==> config.mk <==
export PLATFORM = sky130hd
export DESIGN_NAME = encoder_speed_incremental_pid
export DESIGN_NICKNAME = d
export VERILOG_FILES = /design/src/hdl/espid_pkg.sv /design/src/hdl/encoder_speed_incremental_pid.sv
export SDC_FILE = /design/constraint.sdc
export NUM_CORES = 2
export LEC_CHECK = 0
export ABC_AREA = 1
export BUFFER_PORTS_ARGS = -buffer_cell sky130_fd_sc_hd__buf_2
export CAP_MARGIN = 0
export CORE_MARGIN = 2
export CORE_UTILIZATION = 42
export DETAILED_ROUTE_END_ITERATION = 10
export PLACE_DENSITY_LB_ADDON = 0.3
export SYNTH_ARGS = -nofsm -noshare
export SYNTH_HDL_FRONTEND = slang
export SYNTH_SLANG_ARGS = --single-unit
==> constraint.sdc <==
create_clock -name clk -period 6.7 [get_ports clk]
set_clock_uncertainty 0.1 [all_clocks]
set_input_delay 0.67 -clock clk [delete_from_list [all_inputs] [get_ports clk]]
set_output_delay 0.67 -clock clk [all_outputs]
set_load 0.05 [all_outputs]
==> src/hdl/espid_pkg.sv <==
`timescale 1ns / 1ps
// ----------------------------------------------------------------------------
// espid_pkg: shared types and constants for the encoder speed PID block
// Register indexes, field widths and the sequencer state type.
// ----------------------------------------------------------------------------
package espid_pkg;

  // configuration register indexes
  localparam logic [2:0] REG_GAIN_P         = 3'd0;
  localparam logic [2:0] REG_GAIN_I         = 3'd1;
  localparam logic [2:0] REG_GAIN_D         = 3'd2;
  localparam logic [2:0] REG_SCALE_TENTHS   = 3'd3;
  localparam logic [2:0] REG_OFFTRACK_LEVEL = 3'd4;
  localparam logic [2:0] REG_DRIVE_LIMIT    = 3'd5;

  localparam int CFG_ADDR_W = 3;
  localparam int CFG_DATA_W = 14;

  // |count * 10| fits 19 bits
  localparam int QUOT_W = 19;
  localparam int DIVC_W = 5;
  localparam logic [DIVC_W-1:0] DIV_LAST = DIVC_W'(QUOT_W - 1);

  localparam int IN_DATA_W  = 48;
  localparam int OUT_DATA_W = 96;

  typedef enum logic [2:0] {
    ST_IDLE,
    ST_DIV,
    ST_ERR,
    ST_MUL_P,
    ST_MUL_I,
    ST_MUL_D,
    ST_SUM,
    ST_DONE
  } state_t;

  // multiplier operand select
  typedef enum logic [1:0] {
    MSEL_P,
    MSEL_I,
    MSEL_D
  } msel_t;

  typedef struct packed {
    logic  in_ready;
    logic  div_step;
    logic  err_load;
    logic  mul_en;
    msel_t mul_sel;
    logic  acc_add;
    logic  finish;
  } ctrl_t;

endpackage

==> src/hdl/encoder_speed_incremental_pid.sv <==
`timescale 1ns / 1ps
// ----------------------------------------------------------------------------
// encoder_speed_incremental_pid: incremental PID speed loop for one motor
// One input word per control tick: encoder count, two line-sensor levels and
// a target speed. One output word per tick: forward / reverse duty, the
// clamped drive, the corrected speed and the running distance.
// Usage:
//   - in_* channel takes a word when in_tvalid && in_tready. in_tready is high
//     only while the sequencer is idle; one word is processed at a time.
//   - From accept to out_tvalid the word passes a one-bit-per-cycle
//     restoring divider for count*10/scale_tenths, an error-term step, the
//     P, I and D products through one shared 22x11 multiplier, an add step
//     and a clamp/output step. The sequencer then returns to idle and only
//     there takes the next word, so a new word is not taken before the last
//     result is registered.
//   - out_* holds the result in a register; the next word is accepted and
//     worked on while it waits. If the receiver still stalls when the next
//     result is done, the sequencer holds in its last step until it drains.
//   - cfg_* writes a register whenever cfg_wr_en is high; write only while
//     idle. Unknown indexes are ignored.
//   - Reset (rst_n low, synchronous) restores register defaults, clears the
//     drive, error history and distance, and drops out_tvalid.
// ----------------------------------------------------------------------------
module encoder_speed_incremental_pid #(
  parameter int PWM_PERIOD = 12500
) (
  input  logic clk,
  input  logic rst_n,

  // fields from bit 0: encoder_count[15:0], left_level[27:16],
  // right_level[39:28], target_speed[47:40]
  input  logic                                in_tvalid,
  output logic                                in_tready,
  input  logic [espid_pkg::IN_DATA_W-1:0]     in_tdata,

  // fields from bit 0: forward_duty[13:0], reverse_duty[27:14],
  // drive_value[42:28], measured_speed[62:43], distance_total[94:63], pad
  output logic                                out_tvalid,
  input  logic                                out_tready,
  output logic [espid_pkg::OUT_DATA_W-1:0]    out_tdata,

  input  logic                                cfg_wr_en,
  input  logic [espid_pkg::CFG_ADDR_W-1:0]    cfg_addr,
  input  logic [espid_pkg::CFG_DATA_W-1:0]    cfg_wdata
);

  // --------------------------------------------------------------------------
  // configuration registers
  // --------------------------------------------------------------------------
  logic [9:0]  gain_p_r, gain_i_r, gain_d_r, scale_tenths_r;
  logic [11:0] offtrack_level_r;
  logic [13:0] drive_limit_r;

  always_ff @(posedge clk) begin
    if (!rst_n) begin
      gain_p_r         <= 10'd80;
      gain_i_r         <= 10'd50;
      gain_d_r         <= 10'd0;
      scale_tenths_r   <= 10'd106;
      offtrack_level_r <= 12'd10;
      drive_limit_r    <= 14'd2500;
    end else if (cfg_wr_en) begin
      case (cfg_addr)
        espid_pkg::REG_GAIN_P:         gain_p_r         <= cfg_wdata[9:0];
        espid_pkg::REG_GAIN_I:         gain_i_r         <= cfg_wdata[9:0];
        espid_pkg::REG_GAIN_D:         gain_d_r         <= cfg_wdata[9:0];
        espid_pkg::REG_SCALE_TENTHS:   scale_tenths_r   <= cfg_wdata[9:0];
        espid_pkg::REG_OFFTRACK_LEVEL: offtrack_level_r <= cfg_wdata[11:0];
        espid_pkg::REG_DRIVE_LIMIT:    drive_limit_r    <= cfg_wdata;
        default: ;
      endcase
    end
  end

  // --------------------------------------------------------------------------
  // input field split
  // --------------------------------------------------------------------------
  logic signed [15:0] in_count;
  logic        [11:0] in_left, in_right;
  logic signed [7:0]  in_target;

  assign in_count  = $signed(in_tdata[15:0]);
  assign in_left   = in_tdata[27:16];
  assign in_right  = in_tdata[39:28];
  assign in_target = $signed(in_tdata[47:40]);

  // --------------------------------------------------------------------------
  // sequencer
  // --------------------------------------------------------------------------
  espid_pkg::state_t state_r, state_nxt;
  espid_pkg::ctrl_t  ctrl;
  logic [espid_pkg::DIVC_W-1:0] div_cnt_r;
  logic out_tvalid_r;
  logic out_free;

  assign out_free = !out_tvalid_r || out_tready;

  always_comb begin
    state_nxt = state_r;
    case (state_r)
      espid_pkg::ST_IDLE:  if (in_tvalid) state_nxt = espid_pkg::ST_DIV;
      espid_pkg::ST_DIV:   if (div_cnt_r == espid_pkg::DIV_LAST) state_nxt = espid_pkg::ST_ERR;
      espid_pkg::ST_ERR:   state_nxt = espid_pkg::ST_MUL_P;
      espid_pkg::ST_MUL_P: state_nxt = espid_pkg::ST_MUL_I;
      espid_pkg::ST_MUL_I: state_nxt = espid_pkg::ST_MUL_D;
      espid_pkg::ST_MUL_D: state_nxt = espid_pkg::ST_SUM;
      espid_pkg::ST_SUM:   state_nxt = espid_pkg::ST_DONE;
      espid_pkg::ST_DONE:  if (out_free) state_nxt = espid_pkg::ST_IDLE;
      default:             state_nxt = espid_pkg::ST_IDLE;
    endcase
  end

  always_comb begin
    ctrl = '0;
    ctrl.mul_sel = espid_pkg::MSEL_P;
    case (state_r)
      espid_pkg::ST_IDLE:  ctrl.in_ready = 1'b1;
      espid_pkg::ST_DIV:   ctrl.div_step = 1'b1;
      espid_pkg::ST_ERR:   ctrl.err_load = 1'b1;
      espid_pkg::ST_MUL_P: begin
        ctrl.mul_en  = 1'b1;
        ctrl.mul_sel = espid_pkg::MSEL_P;
      end
      espid_pkg::ST_MUL_I: begin
        ctrl.mul_en  = 1'b1;
        ctrl.mul_sel = espid_pkg::MSEL_I;
        ctrl.acc_add = 1'b1;
      end
      espid_pkg::ST_MUL_D: begin
        ctrl.mul_en  = 1'b1;
        ctrl.mul_sel = espid_pkg::MSEL_D;
        ctrl.acc_add = 1'b1;
      end
      espid_pkg::ST_SUM:   ctrl.acc_add = 1'b1;
      espid_pkg::ST_DONE:  ctrl.finish = out_free;
      default: ;
    endcase
  end

  assign in_tready = ctrl.in_ready;

  logic in_fire;
  assign in_fire = in_tvalid && in_tready;

  always_ff @(posedge clk) begin
    if (!rst_n) begin
      state_r   <= espid_pkg::ST_IDLE;
      div_cnt_r <= '0;
    end else begin
      state_r <= state_nxt;
      if (in_fire)            div_cnt_r <= '0;
      else if (ctrl.div_step) div_cnt_r <= div_cnt_r + 1'b1;
    end
  end

  // --------------------------------------------------------------------------
  // loop state: distance, drive, error history
  // --------------------------------------------------------------------------
  logic signed [31:0] distance_acc_r;
  logic signed [14:0] drive_acc_r;
  logic signed [19:0] prev_error_r, prev_prev_error_r;
  logic signed [7:0]  target_r;
  logic               offtrack;

  assign offtrack = (in_left < offtrack_level_r) && (in_right < offtrack_level_r);

  // --------------------------------------------------------------------------
  // restoring divider: |count*10| / scale, one quotient bit per cycle
  // --------------------------------------------------------------------------
  logic signed [19:0]           count_x10;
  logic [espid_pkg::QUOT_W-1:0] count_mag;
  logic [espid_pkg::QUOT_W-1:0] div_q_r;
  logic [9:0]                   div_rem_r, divisor_r;
  logic                         neg_r;
  logic [10:0]                  rem_sh, rem_diff;
  logic                         rem_ge;

  assign count_x10 = (20'(in_count) <<< 3) + (20'(in_count) <<< 1);
  assign count_mag = count_x10[19] ? espid_pkg::QUOT_W'(-count_x10)
                                   : espid_pkg::QUOT_W'(count_x10);

  assign rem_sh   = {div_rem_r, div_q_r[espid_pkg::QUOT_W-1]};
  assign rem_ge   = rem_sh >= {1'b0, divisor_r};
  assign rem_diff = rem_sh - {1'b0, divisor_r};

  // --------------------------------------------------------------------------
  // error terms
  // --------------------------------------------------------------------------
  logic signed [19:0] speed, speed_r;
  logic signed [19:0] err;
  logic signed [20:0] de1;
  logic signed [21:0] d2;
  logic signed [19:0] err_r;
  logic signed [20:0] de1_r;
  logic signed [21:0] d2_r;

  assign speed = neg_r ? -20'($signed({1'b0, div_q_r})) : 20'($signed({1'b0, div_q_r}));
  assign err   = 20'(21'(target_r) - 21'(speed));
  assign de1   = 21'(err) - 21'(prev_error_r);
  assign d2    = 22'(err) - (22'(prev_error_r) <<< 1) + 22'(prev_prev_error_r);

  // --------------------------------------------------------------------------
  // shared multiplier and accumulator
  // --------------------------------------------------------------------------
  logic signed [21:0] mul_a;
  logic        [9:0]  mul_g;
  logic signed [32:0] mul_prod, prod_r;
  logic signed [34:0] acc_r;

  always_comb begin
    case (ctrl.mul_sel)
      espid_pkg::MSEL_P: begin
        mul_a = 22'(de1_r);
        mul_g = gain_p_r;
      end
      espid_pkg::MSEL_I: begin
        mul_a = 22'(err_r);
        mul_g = gain_i_r;
      end
      espid_pkg::MSEL_D: begin
        mul_a = d2_r;
        mul_g = gain_d_r;
      end
      default: begin
        mul_a = '0;
        mul_g = '0;
      end
    endcase
  end

  assign mul_prod = 33'(mul_a) * 33'($signed({1'b0, mul_g}));

  // --------------------------------------------------------------------------
  // clamp to +/- min(drive_limit, PWM_PERIOD)
  // --------------------------------------------------------------------------
  logic [13:0]        lim;
  logic signed [34:0] lim_pos;
  logic signed [14:0] drive;

  assign lim     = ({3'b0, drive_limit_r} > 17'(PWM_PERIOD)) ? 14'(PWM_PERIOD) : drive_limit_r;
  assign lim_pos = $signed({21'b0, lim});

  always_comb begin
    if (acc_r > lim_pos)       drive = $signed({1'b0, lim});
    else if (acc_r < -lim_pos) drive = -$signed({1'b0, lim});
    else                       drive = acc_r[14:0];
  end

  // --------------------------------------------------------------------------
  // datapath registers
  // --------------------------------------------------------------------------
  always_ff @(posedge clk) begin
    if (!rst_n) begin
      distance_acc_r    <= '0;
      drive_acc_r       <= '0;
      prev_error_r      <= '0;
      prev_prev_error_r <= '0;
    end else begin
      if (in_fire) begin
        distance_acc_r <= distance_acc_r + 32'(in_count);
        if (offtrack) drive_acc_r <= '0;
      end
      if (ctrl.finish) begin
        drive_acc_r       <= drive;
        prev_prev_error_r <= prev_error_r;
        prev_error_r      <= err_r;
      end
    end
  end

  always_ff @(posedge clk) begin
    if (in_fire) begin
      target_r  <= offtrack ? 8'sd0 : in_target;
      neg_r     <= count_x10[19];
      div_q_r   <= count_mag;
      div_rem_r <= '0;
      divisor_r <= (scale_tenths_r == 10'd0) ? 10'd1 : scale_tenths_r;
    end else if (ctrl.div_step) begin
      div_rem_r <= rem_ge ? rem_diff[9:0] : rem_sh[9:0];
      div_q_r   <= {div_q_r[espid_pkg::QUOT_W-2:0], rem_ge};
    end
    if (ctrl.err_load) begin
      speed_r <= speed;
      err_r   <= err;
      de1_r   <= de1;
      d2_r    <= d2;
      acc_r   <= 35'(drive_acc_r);
    end else if (ctrl.acc_add) begin
      acc_r <= acc_r + 35'(prod_r);
    end
    if (ctrl.mul_en) prod_r <= mul_prod;
  end

  // --------------------------------------------------------------------------
  // output register
  // --------------------------------------------------------------------------
  logic [espid_pkg::OUT_DATA_W-1:0] out_tdata_r;
  logic [13:0] fwd_duty, rev_duty;
  logic signed [14:0] drive_neg;

  assign drive_neg = -drive;
  assign fwd_duty  = drive[14] ? 14'd0 : drive[13:0];
  assign rev_duty  = drive[14] ? drive_neg[13:0] : 14'd0;

  always_ff @(posedge clk) begin
    if (!rst_n) begin
      out_tvalid_r <= 1'b0;
    end else if (ctrl.finish) begin
      out_tvalid_r <= 1'b1;
    end else if (out_tready) begin
      out_tvalid_r <= 1'b0;
    end
  end

  always_ff @(posedge clk) begin
    if (ctrl.finish) begin
      out_tdata_r <= {1'b0, distance_acc_r, speed_r, drive, rev_duty, fwd_duty};
    end
  end

  assign out_tvalid = out_tvalid_r;
  assign out_tdata  = out_tdata_r;

endmodule
==> flow_metrics.tcl <==
set metrics [dict create \
    worstPathCellList "inv_1 > nor2_1 > clkinv_1 > nor2_2 > buf_4 > nand2_1 > nand3_1 > nand2_1 > fa_1 > fa_1 > fa_1 > inv_1 > fa_1 > inv_1 > fa_1 > inv_1 > ha_1 > a21oi_1 > nand2_1 > a21oi_1 > o21ai_0 > nand3_1 > nand2_1 > xor2_1" \
    multi_input_area_um2 20660 \
    start_util_pct 42.25 \
    tightest_slew_ns 1.094 \
    drt_pass1_iterations 5 \
    power_density_nw_per_um2 415.4 \
    post_cts_buffers 0 \
    worstRegToRegCells 24 \
    crit_start "state_r[2]$_SDFFE_PN0P_" \
    grt_pass1_wl_mm 145.5 \
    worst-r2r-setup-slack_ns 0.42 \
    synth_edf_count 284 \
    vias 28560 \
    worst_path_max_delay_cell "fa_1" \
    clk_latency_ns 0.60 \
    ir_drop_uv 272.2 \
    clkSinkCount 456 \
    reg2reg_from "state_r[2]$_SDFFE_PN0P_" \
    routedWlPerCell_um 15.78 \
    maxSlewViolCount 0 \
    layout-drive-gt1-share_pct 8.979 \
    crit_type "register to register" \
    antenna_cells 0 \
    finalSetupTns_ns 0 \
    grt_max_degree 93 \
    syn_area_per_cell_um2 8.251 \
    yosysMostFrequentCell "nand2_1" \
    hpwl_mm 70.30 \
    critPathMaxFanout 22 \
    gp_congestion 0.9143 \
    htreeDepth 2 \
    cts_buffer_depth 3 \
    die_x_um 296.4 \
    grt_pass1_vias 27560 \
    fillCellCount 8409 \
    yosysWarnings 0 \
    drt_iter0_drc 1910 \
    ys_types 63 \
    min_period_over_period_pct 93.70 \
    clk_pin_slew_ns 0.06 \
    track_usage_pct 20.44 \
    viasPerCell 5.021 \
    fin_ws_ns 0.4219 \
    synth_top_area_share_pct 23.74 \
    fp.dieH_um 296.4 \
    cts-root-buf "clkbuf_16" \
    ys_ff_latch 456 \
    worstSetupEndpointType "register" \
    hp-class "input port to register" \
    cap_violations 0 \
    cp.required_ns 6.94 \
    crit_end "prod_r[32]$_DFFE_PP_" \
    clock.fmax_mhz 159.3 \
    design.portCount 168 \
    power_leakage_nw 19.09 \
    dieArea_um2 87870 \
    critPathMaxStageDelay_ns 0.58 \
    arrival_ns 6.52 \
    synth_cells 4353 \
    tritoncts "built" \
    r2r-end "prod_r[32]$_DFFE_PP_" \
    period_needed_ns 6.278 \
    finalNetCount 5093 \
    synth_commonest_cells "nand2_1, inv_1, a21oi_1" \
    register_area_um2 11970 \
    final_hold_viol_count 0 \
    grt_overflow 0 \
    synth_largest_area_cell "edfxtp_1" \
    port_buffers 166 \
    setup_viol 0 \
    area_delta_synth_final_pct 10.77 \
    p_total_mw 16.53 \
    cp-start-kind "register" \
    ys_async_sr_fraction_pct 0 \
    drc 0 \
    synthFlopType "edfxtp_1" \
    antenna_found_initial 0 \
    ant_nets 0 \
    rows 107 \
    fp.coreArea_um2 85010 \
    synth_nets 4942 \
    ys_top_cells_by_area "edfxtp_1, fa_1, ha_1, dfxtp_1, nand2_1" \
    numCtsBuffers 49 \
    slew_headroom_pct 26.98 \
    dpl_worst_slack_ns 0.1075 \
    crit_path_frequent_cell "fa_1" \
    run_status "completed" \
    drt-total-wl_mm 89.73 \
    rsz0062_at_grt "false" \
    seq_area_frac_synth_pct 33.33 \
    synthesis.area_um2 35920 \
]
## per-stage QoR
step	hold WS, ns	util (%)	instances	area (um2)
after floorplan	0.3003	-	4353	35920
after detailed placement	0.3045	44.80	5597	38090
after CTS	0.2084	46.63	5688	39650
after global placement	0.3043	44.80	5597	38090
final	0.2424	46.80	5688	39790
after global routing	0.2638	46.80	5688	39790
## critical path: cells and delay by family (launching register included)
family                     cells  cell delay [ns]
buffers and inverters          6             0.66
adders and majority gates      6             2.96
DFF                            1             0.33
and+or+nand+nor                8             1.15
AOI/OAI and AO/OA              3             0.68
xor gates and xnor gates       1             0.15
## layout make-up
class | count | share of cell area (%)
Inverter | 795 | 7.509
Clock inverter | 23 | 0.3711
Tap cell | 1144 | 3.597
Sequential cell | 456 | 30.09
Timing Repair Buffer | 210 | 2.953
Clock buffer | 68 | 3.550
Multi-Input combinational cell | 2992 | 51.93
## how the worst min path moves through the flow
stage	startpoint	to	slack (ns)	cells after the start
6_report	cfg_wdata[10]	drive_limit_r[10]$_SDFFE_PN0P_	0.24	3
5_1_grt	cfg_wdata[11]	drive_limit_r[11]$_SDFFE_PN1P_	0.26	3
3_5_place_dp	speed_r[10]$_DFFE_PP_	out_tdata[53]$_DFFE_PP_	0.30	0
3_3_place_gp	speed_r[15]$_DFFE_PP_	out_tdata[58]$_DFFE_PP_	0.30	0
2_1_floorplan	speed_r[0]$_DFFE_PP_	out_tdata[43]$_DFFE_PP_	0.30	0
4_1_cts	cfg_wdata[10]	drive_limit_r[10]$_SDFFE_PN0P_	0.21	3
## cells by family (layout without fill, tap and decap cells)
| family | after synthesis | in the layout | share of synthesized area [%] |
|---|---|---|---|
| flops | 456 | 456 | 33.33 |
| xor+xnor | 177 | 177 | 4.316 |
| compound gates | 790 | 790 | 12.16 |
| fa+ha+maj | 519 | 519 | 22.66 |
| simple gates | 1505 | 1505 | 17.93 |
| buf+inv | 905 | 1096 | 9.604 |
| other cells | 1 | 1 | 0.01044 |
## flip-flops by register name (all words and copies together) (netlist names), 5 cells and up
name	count
speed_r	20
gain_p_r	10
div_q_r	19
acc_r	35
distance_acc_r	32
div_rem_r	10
de1_r	21
d2_r	22
prod_r	33
div_cnt_r	5
out_tdata	95
gain_d_r	10
prev_error_r	20
divisor_r	10
target_r	8
prev_prev_error_r	20
offtrack_level_r	12
err_r	20
scale_tenths_r	10
gain_i_r	10
drive_limit_r	14
drive_acc_r	15
## report_power, final
part / switching [mW] / internal, mW
registers: 0.252 / 3.93
clock network: 1.15 / 1.48
logic: 6.08 / 3.63
## layout by cell type (no fill, tap or decap), drive strengths merged, types with 9 or more instances in the layout
cell	n
clkbuf	68
o21ai	314
a21o	18
clkinv	24
edfxtp	284
nand3	180
xor2	120
a21boi	12
nand2	891
ha	300
o21bai	30
a221oi	9
nand4	29
nor2	315
a31oi	23
nor3	48
dfxtp	172
nor4	18
xnor2	57
o21a	16
or2	10
a21oi	324
buf	210
inv	791
fa	219
o211ai	21
## routing by layer
| metal | global-route usage [%] | wire (um) | vias to the layer above |
|---|---|---|---|
| li1 | - | - | 14410 |
| met1 | 28.77 | 42990 | 13480 |
| met2 | 34.12 | 41870 | 570 |
| met3 | 2.167 | 3400 | 100 |
| met4 | 4.164 | 1468 | 0 |
| met5 | 0 | 0 | - |
## repair_timing
item | 4_1_cts | 5_1_grt
gates resized for setup | 0 | 34
setup endpoints to repair | 0 | 16
hold buffers | 0 | 0
Power figures use the tool's default switching activity.
